===== src/hw/rtl/tcu_pkg.sv =====
`timescale 1ns / 1ps

package tcu_pkg;

  localparam int COORD_BITS_DEF = 16;
  localparam int FRAC_BITS_DEF  = 16;
  localparam int IN_BITS        = 16;
  localparam int OUT_BITS       = 48;
  localparam int CENTROID_DIV   = 3;

  typedef enum logic [1:0] {
    OP_INCENTER = 2'd0,
    OP_CENTROID = 2'd1,
    OP_CIRCUM   = 2'd2,
    OP_ORTHO    = 2'd3
  } op_t;

  localparam logic [1:0] ST_OK    = 2'd0;
  localparam logic [1:0] ST_DEGEN = 2'd1;
  localparam logic [1:0] ST_SAT   = 2'd2;

  typedef struct packed {
    logic valid;
    op_t  op;
  } sq_ctl_t;

  typedef struct packed {
    logic valid;
    logic neg_x;
    logic neg_y;
    logic degen;
  } dv_ctl_t;

endpackage


===== src/hw/rtl/tcu_div_cell.sv =====
`timescale 1ns / 1ps

module tcu_div_cell
  import tcu_pkg::*;
#(
  parameter int DEN_W = 40,
  parameter int QUO_W = 70
) (
  input  logic                    clk,
  input  logic                    rst_n,
  input  dv_ctl_t                 in_ctl,
  input  logic [DEN_W-1:0]        in_den,
  input  logic [1:0][DEN_W-1:0]   in_rem,
  input  logic [1:0][QUO_W-1:0]   in_dq,
  output dv_ctl_t                 out_ctl,
  output logic [DEN_W-1:0]        out_den,
  output logic [1:0][DEN_W-1:0]   out_rem,
  output logic [1:0][QUO_W-1:0]   out_dq
);

  logic [1:0][DEN_W:0]      tst;
  logic [1:0][DEN_W:0]      diff;
  logic [1:0][DEN_W-1:0]    rem_nxt;
  logic [1:0][QUO_W-1:0]    dq_nxt;

  dv_ctl_t                  ctl_r;
  logic [DEN_W-1:0]         den_r;
  logic [1:0][DEN_W-1:0]    rem_r;
  logic [1:0][QUO_W-1:0]    dq_r;

  always_comb begin
    for (int k = 0; k < 2; k++) begin
      tst[k]  = {in_rem[k], in_dq[k][QUO_W-1]};
      diff[k] = tst[k] - {1'b0, in_den};
      if (tst[k] >= {1'b0, in_den}) begin
        rem_nxt[k] = diff[k][DEN_W-1:0];
        dq_nxt[k]  = {in_dq[k][QUO_W-2:0], 1'b1};
      end else begin
        rem_nxt[k] = tst[k][DEN_W-1:0];
        dq_nxt[k]  = {in_dq[k][QUO_W-2:0], 1'b0};
      end
    end
  end

  always_ff @(posedge clk) begin
    if (!rst_n) begin
      ctl_r <= '0;
    end else begin
      ctl_r <= in_ctl;
    end
  end

  always_ff @(posedge clk) begin
    den_r <= in_den;
    rem_r <= rem_nxt;
    dq_r  <= dq_nxt;
  end

  assign out_ctl = ctl_r;
  assign out_den = den_r;
  assign out_rem = rem_r;
  assign out_dq  = dq_r;

endmodule


===== config.mk =====
export PLATFORM = sky130hd
export DESIGN_NAME = tcu_div_cell
export DESIGN_NICKNAME = d
export VERILOG_FILES = /design/src/hw/rtl/tcu_pkg.sv /design/src/hw/rtl/tcu_div_cell.sv
export SDC_FILE = /design/constraint.sdc
export NUM_CORES = 1
export LEC_CHECK = 0
export BUFFER_PORTS_ARGS = -buffer_cell sky130_fd_sc_hd__buf_2
export CAP_MARGIN = 20
export CORE_AREA = 10 10 196 198
export DETAILED_ROUTE_END_ITERATION = 7
export DIE_AREA = 0 0 206 208
export GPL_ROUTABILITY_DRIVEN = 0
export PLACE_DENSITY = 0.58
export SLEW_MARGIN = 5
export SYNTH_ARGS = -nofsm -noshare
export SYNTH_HDL_FRONTEND = slang
export SYNTH_SLANG_ARGS = --single-unit

===== constraint.sdc =====
create_clock -name clk -period 9 [get_ports clk]
set_clock_uncertainty 0.2 [all_clocks]
set_input_delay 0.45 -clock clk [delete_from_list [all_inputs] [get_ports clk]]
set_output_delay 0.45 -clock clk [all_outputs]
set_load 0.01 [all_outputs]

# Word level (Yosys, flattened, before mapping)
# Index checks and enable logic that the tools add are counted.
word_totals:
  elab_cells: 17
  out_inout_bits: 264
  register_bits: 264
  in_bits: 266
op_classes:
  mux: 4
  order_cmp: 2
  add_sub_neg: 2
ops:
  columns: ["cell", "n"]
  rows:
  - ["41-bit by 40-bit greater-or-equal comparator with 1-bit output", 2]
  - ["40-bit two-way mux", 2]
  - ["40-bit subtractor", 2]
  - ["1-bit two-way mux", 2]

# Depth between registers and ports, before layout
logic_depth:
  ltp_word: 2
  ltp_mapped: 15
  depth_no_buf: 12

# Worst setup path after synthesis
# Ideal clock, no wire load.
synth_timing:
  path_kind: "input -> register"
  start: "in in_den[8]"
  end: "reg rem_r (netlist bit out_rem[10])"
  setup_ns: 0.121
  setup_slack_ns: 5.674
  arrival_ns: 3.005
  n_path_buf: 3
  required_time_ns: 8.679
  path_stages: 15
  cell_sequence: "inv_1 -> ha_1 -> buf_2 -> a21o_1 -> nor2_1 -> o31a_1 -> a2111o_1 -> a21oi_4 -> o21ba_4 -> o2111a_1 -> buf_6 -> nor2_4 -> clkinv_4 -> buf_12 -> mux2_4"
synth_rtl:
  columns: ["element", "line", "rtl"]
  rows:
  - ["start, declared", "tcu_div_cell.sv:12", "input logic [DEN_W-1:0] in_den,"]
  - ["end signal, assigned", "tcu_div_cell.sv:55", "rem_r <= rem_nxt;"]
  - ["end, declared", "tcu_div_cell.sv:28", "logic [1:0][DEN_W-1:0] rem_r;"]

==> flow_metrics.py <==
metrics = {
    "placed_design": {
        "dp_cells": 2053,
        "dp_hpwl_um": 42800,
        "port_buffers": 529,
    },
    "clock_tree": {
        "cts-htree-levels": 1,
        "postCtsSetupRepairBufs": 0,
        "cts.clk_slew.worst_paths_ns": 0.06,
        "clk_path_buf_depth": 3,
        "tritoncts": "done",
        "clock-sinks": 264,
        "cts_buffers": 29,
        "clockRootBuffer": "clkbuf_16",
    },
    "timing": {
        "fmax_mhz": 227,
        "relSlewSlack_pct": 53.1,
        "layout_min_cycle_time_ns": 4.41,
        "rsz0062_at_grt": "no",
        "setup-violations-final": 0,
        "hold_slack_ns": 0.0428,
        "fin_setup_tns_ns": 0,
        "hold_violations": 0,
        "period_share_pct": 49.0,
        "report.final.slew_viol_count": 0,
        "worst_pin_slew_ns": 0.702,
    },
    "worst_setup_path": {
        "end_kind": "register",
        "worstPathArrival_ns": 4.66,
        "worst_setup_path_start_kind": "input pin",
        "critPathTopFamily": "buffers and inverters",
        "path_class": "input pin to register",
        "critPathBufInv": 6,
        "required_ns": 9.25,
        "path_cells": "dlygate4sd3_1 -> buf_2 -> inv_1 -> ha_1 -> a21oi_1 -> inv_1 -> a21o_1 -> a21oi_1 -> o211ai_1 -> a211oi_2 -> inv_1 -> nor2_4 -> clkinv_4 -> mux2_1",
        "path_max_fanout": 33,
        "max_stage_delay_ns": 0.64,
        "slowest_stage": "a211oi_2",
        "crit_path_frequent_cell": "inv_1",
    },
    "synthesis": {
        "synth_top_area_share_pct": 46.9,
        "ys_ff_latch": 264,
        "synth_largest_area_cell": "dfxtp_1",
        "synth_compound_area_share_pct": 16.6,
        "synth_enable_flop_cells": 0,
        "synth_top_family_by_area": "compound AO/OA/AOI/OAI gates",
        "synthAdderAreaFrac_pct": 9.25,
        "netlist_instances": 1099,
        "synth_xor_xnor_area_share_pct": 4.82,
        "synth_fp_nets": 1447,
        "yosys_warnings": 0,
        "synth_cell_types": 76,
        "syn_area_mm2": 0.0113,
        "muxShareOfSynthArea_pct": 7.21,
        "syn_area_per_cell_um2": 10.2,
        "seq_area_frac_synth_pct": 46.9,
        "synthTopCellsByArea": "dfxtp_1, ha_1, a21oi_1",
        "synth-async-reset-ratio_pct": 0,
        "ys.flop_type": "dfxtp_1",
        "yosys.area_share.simple_pct": 11.4,
    },
    "global_route": {
        "grt_pass1_vias": 12300,
        "antenna_found_initial": 14,
        "grt_start_max_net_pins": 38,
        "grt_first_pass_wirelength_um": 79800,
        "grt-ovfl-total": 0,
        "grtUsageTotal_pct": 24.3,
    },
    "final_layout": {
        "final_cell_mix": "buf_2, dfxtp_1, dlygate4sd3_1, a21oi_1, ha_1",
        "layout.nets": 2237,
        "fin_cells": 2380,
        "layout_commonest_cell": "buf_2",
        "final_core_util_pct": 52.0,
        "drive_gt1_share_pct": 34.0,
        "syn_to_final_growth_pct": 58.6,
    },
    "die": {
        "rows": 68,
        "dieArea_mm2": 0.0428,
        "io_pins": 530,
        "die_h_um": 208,
        "core_mm2": 0.0344,
        "dieWidth_um": 206,
        "start_util_pct": 32.8,
    },
    "job": {
        "drv_cap": 0,
    },
    "routing": {
        "drcViolationCount": 0,
        "via_count": 11500,
        "dr_wl_met2_um": 26600,
        "routedWlPerCell_um": 22.8,
        "first_iter_violations": 434,
        "dr.pass1.iters": 5,
        "routed_wl_um": 54200,
        "dr.max_layer_used": "met4",
        "ant_nets": 0,
        "viasPerCell": 4.84,
        "met1Wirelength_um": 21200,
        "wl_met3_um": 3990,
    },
    "pwr": {
        "p_per_area_mw_per_mm2": 189,
        "ir_drop_v": 0.000160,
        "p_leak_nw": 8.63,
    },
    "run_status": {
        "status": "completed",
    },
    "worst_hold_path": {
        "hp-class": "input pin to register",
    },
}
==> where the power goes <==
part | internal, W | leakage (nW) | switching (W)
logic | 0.000413 | 5.94 | 0.000472
clock network | 0.000651 | 0.459 | 0.000516
registers | 0.00129 | 2.23 | 0.0000343
==> synthesized netlist by cell type (all sizes together), types with 22 or more instances <==
library cell / count
a21o: 50
a21oi: 82
dfxtp: 264
ha: 80
inv: 58
mux2: 61
nand2: 63
nand3: 26
nor2: 64
nor3: 22
o21ai: 50
xnor2: 43
==> state kept, by name, indices dropped and copies added, names as in the netlist <==
register,cells
out_ctl,4
out_den,40
out_dq,140
out_rem,80
==> cell type report <==
class                      instances  area (µm²)
timing repair buffer             790        5260
multi-input combinational        745        5550
sequential                       264        5290
tap                              455         569
fill                            3127       16500
antenna                           15        37.5
clock buffer                      34         774
inverter                          59         229
clock inverter                    18         156
==> worst paths after layout <==
kind              startpoint             endpoint  slack, ns  cells past startpoint
setup / recovery  in_den[34]  out_rem[33]$_DFF_P_       4.59                     14
hold / removal    in_rem[33]  out_rem[34]$_DFF_P_       0.04                      3
==> worst min-delay path, stage by stage <==
cell     delay, ns
buf_2         0.12
nand3_1       0.07
o31ai_1       0.11
==> timing repair <==
action	4_1_cts	5_1_grt
gates resized for setup	0	0
endpoints found under the hold margin	255	1
hold buffers	259	1
==> cell families after synthesis <==
logic type	after synthesis
XOR/XNOR	62
adder cells (fa/ha/maj)	82
AND/OR/NAND/NOR	260
flip-flops	264
buffers and inverters	90
multiplexers	66
AO/OA/AOI/OAI	275
==> metrics by stage <==
stage	power, W	setup WS (ns)	cell area, µm²
after floorplan	0.00180	5.67	11300
after global placement	0.00213	4.67	14300
after detailed placement	0.00214	4.57	14300
after CTS	0.00340	4.61	17800
after global routing	0.00353	4.37	17800
final	0.00338	4.59	17900
==> layer usage <==
layer,track usage [%],vias up
met5,0,-
met4,11.1,0
met3,6.18,102
met2,42.0,448
met1,27.3,5453
li1,-,5512
Note: power is estimated with default switching activity, not from simulation.
