**src/hw/rtl/tcu_pkg.sv**
```systemverilog
`timescale 1ns / 1ps

package tcu_pkg;

  localparam int COORD_BITS_DEF = 16;
  localparam int FRAC_BITS_DEF  = 16;
  localparam int IN_BITS        = 16;
  localparam int OUT_BITS       = 48;
  localparam int CENTROID_DIV   = 3;

  typedef enum logic [1:0] {
    OP_INCENTER = 2'd0,
    OP_CENTROID = 2'd1,
    OP_CIRCUM   = 2'd2,
    OP_ORTHO    = 2'd3
  } op_t;

  localparam logic [1:0] ST_OK    = 2'd0;
  localparam logic [1:0] ST_DEGEN = 2'd1;
  localparam logic [1:0] ST_SAT   = 2'd2;

  typedef struct packed {
    logic valid;
    op_t  op;
  } sq_ctl_t;

  typedef struct packed {
    logic valid;
    logic neg_x;
    logic neg_y;
    logic degen;
  } dv_ctl_t;

endpackage

```
**src/hw/rtl/tcu_sqrt_cell.sv**
```systemverilog
`timescale 1ns / 1ps

module tcu_sqrt_cell
  import tcu_pkg::*;
#(
  parameter int ROOT_W = 33,
  parameter int PAY_W  = 8
) (
  input  logic                        clk,
  input  logic                        rst_n,
  input  sq_ctl_t                     in_ctl,
  input  logic [2:0][2*ROOT_W-1:0]    in_rad,
  input  logic [2:0][ROOT_W+1:0]      in_rem,
  input  logic [2:0][ROOT_W-1:0]      in_root,
  input  logic [PAY_W-1:0]            in_pay,
  output sq_ctl_t                     out_ctl,
  output logic [2:0][2*ROOT_W-1:0]    out_rad,
  output logic [2:0][ROOT_W+1:0]      out_rem,
  output logic [2:0][ROOT_W-1:0]      out_root,
  output logic [PAY_W-1:0]            out_pay
);

  localparam int RADW = 2 * ROOT_W;
  localparam int TW   = ROOT_W + 4;

  logic [2:0][TW-1:0]       tst;
  logic [2:0][TW-1:0]       trial;
  logic [2:0][TW-1:0]       diff;
  logic [2:0][RADW-1:0]     rad_nxt;
  logic [2:0][ROOT_W+1:0]   rem_nxt;
  logic [2:0][ROOT_W-1:0]   root_nxt;

  sq_ctl_t                  ctl_r;
  logic [2:0][RADW-1:0]     rad_r;
  logic [2:0][ROOT_W+1:0]   rem_r;
  logic [2:0][ROOT_W-1:0]   root_r;
  logic [PAY_W-1:0]         pay_r;

  always_comb begin
    for (int k = 0; k < 3; k++) begin
      tst[k]     = {in_rem[k], in_rad[k][RADW-1 -: 2]};
      trial[k]   = {2'b00, in_root[k], 2'b01};
      diff[k]    = tst[k] - trial[k];
      rad_nxt[k] = {in_rad[k][RADW-3:0], 2'b00};
      if (tst[k] >= trial[k]) begin
        rem_nxt[k]  = diff[k][ROOT_W+1:0];
        root_nxt[k] = {in_root[k][ROOT_W-2:0], 1'b1};
      end else begin
        rem_nxt[k]  = tst[k][ROOT_W+1:0];
        root_nxt[k] = {in_root[k][ROOT_W-2:0], 1'b0};
      end
    end
  end

  always_ff @(posedge clk) begin
    if (!rst_n) begin
      ctl_r <= '0;
    end else begin
      ctl_r <= in_ctl;
    end
  end

  always_ff @(posedge clk) begin
    rad_r  <= rad_nxt;
    rem_r  <= rem_nxt;
    root_r <= root_nxt;
    pay_r  <= in_pay;
  end

  assign out_ctl  = ctl_r;
  assign out_rad  = rad_r;
  assign out_rem  = rem_r;
  assign out_root = root_r;
  assign out_pay  = pay_r;

endmodule

```
**config.mk**
```make
export PLATFORM = sky130hd
export DESIGN_NAME = tcu_sqrt_cell
export DESIGN_NICKNAME = d
export VERILOG_FILES = /design/src/hw/rtl/tcu_pkg.sv /design/src/hw/rtl/tcu_sqrt_cell.sv
export SDC_FILE = /design/constraint.sdc
export NUM_CORES = 1
export LEC_CHECK = 0
export ABC_AREA = 1
export ABC_CLOCK_PERIOD_IN_PS = 5600
export BUFFER_PORTS_ARGS = -buffer_cell sky130_fd_sc_hd__buf_2
export CORE_AREA = 4 4 321 323
export CTS_CLUSTER_SIZE = 14
export DETAILED_ROUTE_END_ITERATION = 6
export DIE_AREA = 0 0 325 327
export GPL_ROUTABILITY_DRIVEN = 0
export SETUP_SLACK_MARGIN = 0.05
export SLEW_MARGIN = 20
export SYNTH_ARGS = -nofsm -noshare
export SYNTH_HDL_FRONTEND = slang
export SYNTH_SLANG_ARGS = --single-unit
```
**constraint.sdc**
```tcl
create_clock -name clk -period 5.6 [get_ports clk]
set_input_delay 0.84 -clock clk [delete_from_list [all_inputs] [get_ports clk]]
set_output_delay 0.84 -clock clk [all_outputs]
set_load 0.05 [all_outputs]
```
Word-level counts from Yosys, hierarchy flattened
Cells that the tools add are included.

word-level totals
  bits in registers = 407
  bits of input ports = 415
  output and inout port bits = 413
  logic and storage cells = 24

cells by class
  $add $sub $neg = 3
  magnitude comparators = 3
  mux-type cells = 6

operators with widths
  cell                                          number
  greater-or-equal comparator 37 x 35 -> 1 bit  3
  2-to-1 mux 35 bit                             3
  subtractor 35 bit                             3
  2-to-1 mux 1 bit                              3

Depth between registers and ports, before layout
Gate-level depths: netlist of run 1.

  word-level depth = 2
  depth in mapped cells = 16
  gate-level depth less buffers = 15

Worst setup path after synthesis of run 1
No wires, ideal clock.

  path kind = input to register
  start point = input port in_root[42] (netlist bit)
  end point = register rem_r, in the netlist out_rem[65]
  library setup time = 0.112 ns
  data arrival time = 2.259 ns
  required time = 5.488 ns
  path slack = 3.229 ns
  stages = 13
  path buffers = 1
  cells stage by stage = inv_1 -> ha_1 -> nand2_1 -> inv_1 -> a21oi_1 -> nand2_1 -> nand2_1 -> nand2_1 -> nand2_1 -> nand4_4 -> buf_8 -> nand3_2 -> nand2_1

RTL lines
  item                  RTL line             RTL
  from (decl)           tcu_sqrt_cell.sv:14  input logic [2:0][ROOT_W-1:0] in_root,
  to (signal assigned)  tcu_sqrt_cell.sv:65  rem_r <= rem_nxt;
  to (decl)             tcu_sqrt_cell.sv:35  logic [2:0][ROOT_W+1:0] rem_r;

==> flow_summary.toml, run 1 <==
[sta]
fin_crit_sh_pct = 49.58
timing.slew.headroom_pct = 28.79
post_route_hold_slack_ns = 0.3295
timing_worst_slew_pin_value_ns = 1.068
report.final.setup_viol = 0
max_freq_ghz = 0.3602
finalMaxSlewViolations = 0
finalSetupTns_ns = 0
grt_setup_unrepaired = "false"
finalCriticalPeriod_ns = 2.776
final_hold_viol_count = 0

[global_routing]
grt_pass1_vias = 18360
grt_pass1_wl_mm = 110.8
antenna_found_initial = 22
total_overflow_reported_by_the_global_router = 0
maximum_number_of_pins_on_one_net_before_global_route_repair = 38
grt.total_usage_pct = 13.58

[yosys]
ys_seq_elements = 407
synth_async_reset_ratio_pct = 0
syn_warnings = 0
syn-cell-area_sq_mm = 0.01848
post_synth.cell_area_avg_sq_um = 7.579
synth_ff_type = "dfxtp_1"
synth_cells = 2439
yosysSeqAreaShare_pct = 44.08
number_of_flops_mapped_to_enable_cells_by_yosys = 0
yosys.cell_types.count = 37

[route]
route.vias.total = 18560
drt-vias-per-instance = 4.014
firstDrtPassIters = 7
antenna_violating_nets_post_route = 0
drtIter0Drc = 1323
routed_wire_length_per_instance_um = 16.38
finalWirelength_mm = 75.72
detail_route.drc_violations = 0

[setup_path]
crit_fanout = 37
critical_path_class = "in -> reg"
crit_path_launch = "in_root[22]"
crit_path_cell_trace = "buf_2 -> inv_1 -> ha_1 -> a21oi_1 -> nand2_1 -> nand2_1 -> nand2_1 -> a21oi_2 -> nand4_4 -> nand3_1 -> nand2_1"
startpoint_type = "primary input"
worst-endpoint-arrival_ns = 3.25
worst_ep_required_time_ns = 6.07
critPathCaptureType = "flip-flop"
timing.critical_path.to = "out_rem[21]"
critical-path-slowest-cell = "nand4_4"
cpMostUsedCell = "nand2_1"
slowest_delay_ns = 0.58

[cells_and_area]
post_route_cells_drive_above_1_share_pct = 31.22
fill_cells = 11040
area.growth.synth_to_final_pct = 38.20
multi_input_gate_area_sq_mm = 0.008533
layout.cells.most_common = "buf_2"
ff_latch_area_sq_mm = 0.008148
nets = 3799
commonest_cells_after_routing_fill_and_taps_aside = "821 x buf_2, 800 x nand2_1, 407 x dfxtp_1"

[floorplan]
placementRows = 116
area_of_the_core_region_sq_mm = 0.09986
design.die.area_sq_mm = 0.1063
floorplan.initialDensity_pct = 18.51
floorplan.io_pins = 828
die_h_um = 327
fp.dieW_um = 325

[min_path]
hold_path_startpoint = "in_rad[34]"
type_of_the_most_critical_hold_path = "in -> reg"
worst_hold_path.num_cells = 1

[clock_network]
cts_hold_buffers = 0
post_cts.repair.setup_buffers = 0
cts_made_buffers = 47
root_buffer = "clkbuf_16"
postCtsResizedCells = 0
clk_pin_slew_ns = 0.06
ctsHtreeMaxLevel = 2
tritoncts = "built"
cts_max_path_buffers = 3
cts.sinks = 407

[pwr]
power.share.combinational_pct = 28.7
powerDensity_mw_per_mm2 = 351.7
seq_power_share_pct = 36.1
power.leakage_nw = 13.90
maximum_vdd_drop_v = 0.0003343
power.share.switching_pct = 36.59
p_clk_share_pct = 35.2
cellInternalPower_w = 0.005697
power.net_switching_w = 0.003288

[place]
placement.io_buffers = 821
detailedPlacementHpwl_mm = 64.33

[job]
max-cap-violations = 0

[status]
result_of_the_run = "completed"
==> power groups by stage <==
| stage | registers [W] | logic (W) | clock network (W) |
|---|---|---|---|
| finish | 0.00325 | 0.00258 | 0.00316 |
| global route | 0.00327 | 0.00277 | 0.00338 |
| CTS | 0.00325 | 0.00258 | 0.00328 |
| detailed placement | 0.00331 | 0.00257 | 0 |
| global placement | 0.00331 | 0.00257 | 0 |
| floorplan | 0.00426 | 0.000833 | 0 |
==> worst min-delay path by stage <==
stage	endpoint	slack, ns
after floorplan	out_pay[0]	0.87
after global placement	out_rad[180]	0.94
after detailed placement	out_rad[175]	0.94
after CTS	out_rad[182]	0.27
after global routing	out_rad[182]	0.28
final	out_rad[36]	0.33
==> cell type report <==
class / count / share of cell area [%]
multi-input cells: 1601 / 33.41
flip-flops and latches: 407 / 31.90
repair buffers: 822 / 16.11
well taps: 1298 / 6.358
inverters: 400 / 5.878
clock buffers: 67 / 5.334
clock inverters: 18 / 0.9159
diodes: 10 / 0.09796
==> cell usage after synthesis, types with 3 or more instances <==
master | count | area [sq um]
nand2_1 | 800 | 3003
dfxtp_1 | 407 | 8148
inv_1 | 398 | 1494
nand3_1 | 158 | 790.8
nor2_1 | 157 | 589.3
ha_1 | 105 | 1314
nand3_2 | 81 | 810.8
a21oi_1 | 73 | 365.4
xor2_1 | 48 | 420.4
nand3b_1 | 27 | 202.7
o21bai_1 | 22 | 165.2
nor2_2 | 20 | 125.1
nand2_2 | 18 | 112.6
buf_6 | 16 | 180.2
o21ai_0 | 16 | 80.08
buf_4 | 15 | 112.6
nor3_1 | 15 | 75.07
nand4_1 | 13 | 81.33
nor4_1 | 10 | 62.56
a21oi_2 | 4 | 35.03
a21o_1 | 3 | 22.52
and2_1 | 3 | 18.77
buf_2 | 3 | 15.01
nor2_4 | 3 | 33.78
o21ai_1 | 3 | 15.01
xnor2_1 | 3 | 26.28
==> metal layers <==
layer  wire length [um]  vias up  global-route usage [%]
met5                 46        -                       0
met4               3133        6                   5.901
met3               7208      151                   4.744
met2              36180      851                   23.57
met1              29160     8317                   15.04
li1                   -     9232                       -
==> flip-flops by register name (all words and copies together), names as in the netlist <==
register  flops
out_rem     105
out_pay       8
out_rad     192
out_ctl       3
out_root     99
==> cell families after synthesis <==
logic type	count (synthesis)	synth area share [%]
flip-flops	407	44.08
adder cells (fa/ha/maj)	105	7.108
other	1	0.02029
AO/OA/AOI/OAI	123	3.777
buffers and inverters	436	9.951
XOR/XNOR	51	2.417
AND/OR/NAND/NOR	1316	32.65
==> through the flow <==
stage	total power, W	area, sq um	setup WS (ns)	std cells	utilization (%)
floorplan	0.005097	18500	3.229	2444	-
global placement	0.005876	23910	2.067	4528	23.95
detailed placement	0.005884	23910	2.049	4528	23.95
CTS	0.009112	25510	2.733	4613	25.55
global route	0.009413	25530	2.715	4618	25.57
finish	0.008985	25540	2.824	4623	25.58
==> worst max-delay path: cells and delay by family <==
family | cells | cell delay (ns)
AOI/OAI and AO/OA | 2 | 0.50
adders and majority gates | 1 | 0.39
and+or+nand+nor | 6 | 1.28
buffers and inverters | 2 | 0.20
Power figures use the tool's default switching activity.
==> run 2: changes to the inputs <==
--- a/config.mk
+++ b/config.mk
@@ -6,7 +6,7 @@
 export NUM_CORES = 1
 export LEC_CHECK = 0
 export ABC_AREA = 1
-export ABC_CLOCK_PERIOD_IN_PS = 5600
+export ABC_CLOCK_PERIOD_IN_PS = 2450
 export BUFFER_PORTS_ARGS = -buffer_cell sky130_fd_sc_hd__buf_2
 export CORE_AREA = 4 4 321 323
 export CTS_CLUSTER_SIZE = 14
==> constraint.sdc (replaced) <==
create_clock -name clk -period 2.45 [get_ports clk]
set_input_delay 0.3675 -clock clk [delete_from_list [all_inputs] [get_ports clk]]
set_output_delay 0.3675 -clock clk [all_outputs]
set_load 0.05 [all_outputs]
==> run 2 against run 1 <==
  * Via count increased by 9.3%
  * Cell area up 18%
  * Die area unchanged
  * Wire length up 8.7%
  * Final cell count is 9.4% higher
  * Clock power is 140% higher
  * First-iteration DRC count is 5.0% lower
  * Sequential power rose by 130%
  * Combinational power increased to 2.6 times the previous value
  * Worst hold slack worse by 0.27 ns
  * Critical path depth is 2 higher
==> flow_summary.toml, run 2 (synthesized netlist as in run 1, its figures left out) <==
[clock_network]
ctsHtreeMaxLevel = 2
cts.sinks = 407
tritoncts = "built"
root_buffer = "clkbuf_16"
cts_made_buffers = 46
clk_pin_slew_ns = 0.06
cts_max_path_buffers = 3

[pwr]
maximum_vdd_drop_v = 0.0006631
power.total_w = 0.02146
power.leakage_nw = 15.89
powerDensity_mw_per_mm2 = 711.3

[setup_path]
crit_fanout = 15
startpoint_type = "primary input"
critPathCaptureType = "flip-flop"
critical_path_class = "in -> reg"
worst_ep_required_time_ns = 2.98
worst-endpoint-arrival_ns = 2.87

[sta]
timing.slew.headroom_pct = 61.25
finalMaxSlewViolations = 0
grt_setup_unrepaired = "false"
fin_crit_sh_pct = 95.31
max_freq_ghz = 0.4282
timing_worst_slew_pin_value_ns = 0.5760
finalSetupTns_ns = 0
report.final.setup_viol = 0
finalCriticalPeriod_ns = 2.335
final_hold_viol_count = 0

[status]
result_of_the_run = "completed"

[cells_and_area]
nets = 4242
layout.cells.most_common = "buf_2"
post-route-cell-area_sq_mm = 0.03017
post_route_cells_drive_above_1_share_pct = 29.54
largest_register_ffs = 192
area.growth.synth_to_final_pct = 63.24
commonest_cells_after_routing_fill_and_taps_aside = "821 x buf_2, 798 x nand2_1, 407 x dfxtp_1"

[floorplan]
die_h_um = 327
design.die.area_sq_mm = 0.1063
floorplan.io_pins = 828
fp.dieW_um = 325
floorplan.initialDensity_pct = 18.51
placementRows = 116
area_of_the_core_region_sq_mm = 0.09986

[route]
route.vias.total = 20280
antenna_violating_nets_post_route = 0
firstDrtPassIters = 5
finalWirelength_mm = 82.29
detail_route.drc_violations = 0
routed_wire_length_per_instance_um = 16.27
drtIter0Drc = 1257
drt-vias-per-instance = 4.009

[min_path]
type_of_the_most_critical_hold_path = "in -> reg"

[job]
max-cap-violations = 0

[global_routing]
grt_pass1_vias = 20870
maximum_number_of_pins_on_one_net_before_global_route_repair = 22
grt.total_usage_pct = 14.87
grt_pass1_wl_mm = 123.9
antenna_found_initial = 12
total_overflow_reported_by_the_global_router = 0

[place]
placement.io_buffers = 821
placedInstanceArea_sq_mm = 0.02448
detailedPlacementHpwl_mm = 65.19
-- run 2: timing repair --
item | in CTS | in global routing
setup endpoints to repair | 0 | 70
resized for setup | 0 | 24
hold buffers | 392 | 0
hold endpoints to repair | 389 | 0
buffers inserted | 0 | 1
-- run 2: routing by layer --
| layer | up-vias | part of all wire, % | track usage, % | routed length (um) |
|---|---|---|---|---|
| li1 | 10120 | - | - | - |
| met1 | 9206 | 39 | 16.86 | 32010 |
| met2 | 816 | 49 | 26.62 | 40320 |
| met3 | 143 | 7.8 | 3.946 | 6451 |
| met4 | 2 | 4.2 | 5.804 | 3493 |
| met5 | - | 0.016 | 0 | 13 |
-- run 2: worst paths after layout --
check,startpoint,to,slack (ns),cells after the start
max,in_rem[53],out_rem[59],0.11,13
min,in_rem[75],out_rem[77],0.06,3
-- run 2: layout make-up --
| type | count | area, sq um |
|---|---|---|
| repair buffers | 1266 | 8618 |
| diodes | 3 | 7.507 |
| fillers | 10530 | 69680 |
| flip-flops and latches | 407 | 8148 |
| well taps | 1298 | 1624 |
| multi-input cells | 1601 | 8632 |
| inverters | 400 | 1505 |
| clock buffers | 63 | 1336 |
| clock inverters | 21 | 302.8 |
-- run 2: critical path, stage by stage --
cell           delay, ns
dlygate4sd3_1       0.61
buf_2               0.16
ha_1                0.39
a21oi_2             0.24
nand2_1             0.13
a21oi_2             0.17
nor2_1              0.08
nor2_1              0.13
nand2_1             0.13
nand2_4             0.12
buf_12              0.14
nand3_1             0.10
nand2_1             0.08
-- run 2: power breakdown --
part / switching (W) / internal (W) / total [W]
clock network: 0.00296 / 0.00448 / 0.00744
registers: 0.000202 / 0.00724 / 0.00745
logic: 0.00458 / 0.00199 / 0.00658
-- run 2: per-stage QoR --
step	setup WS, ns	utilization [%]	hold WS [ns]	instances
2_1_floorplan	0.5511	-	0.3952	2444
3_3_place_gp	0.04054	24.52	0.4694	4579
3_5_place_dp	0.02639	24.52	0.4711	4579
4_1_cts	0.1433	30.09	0.0002444	5055
5_1_grt	0.02066	30.22	0.02482	5059
6_report	0.1148	30.22	0.05988	5059
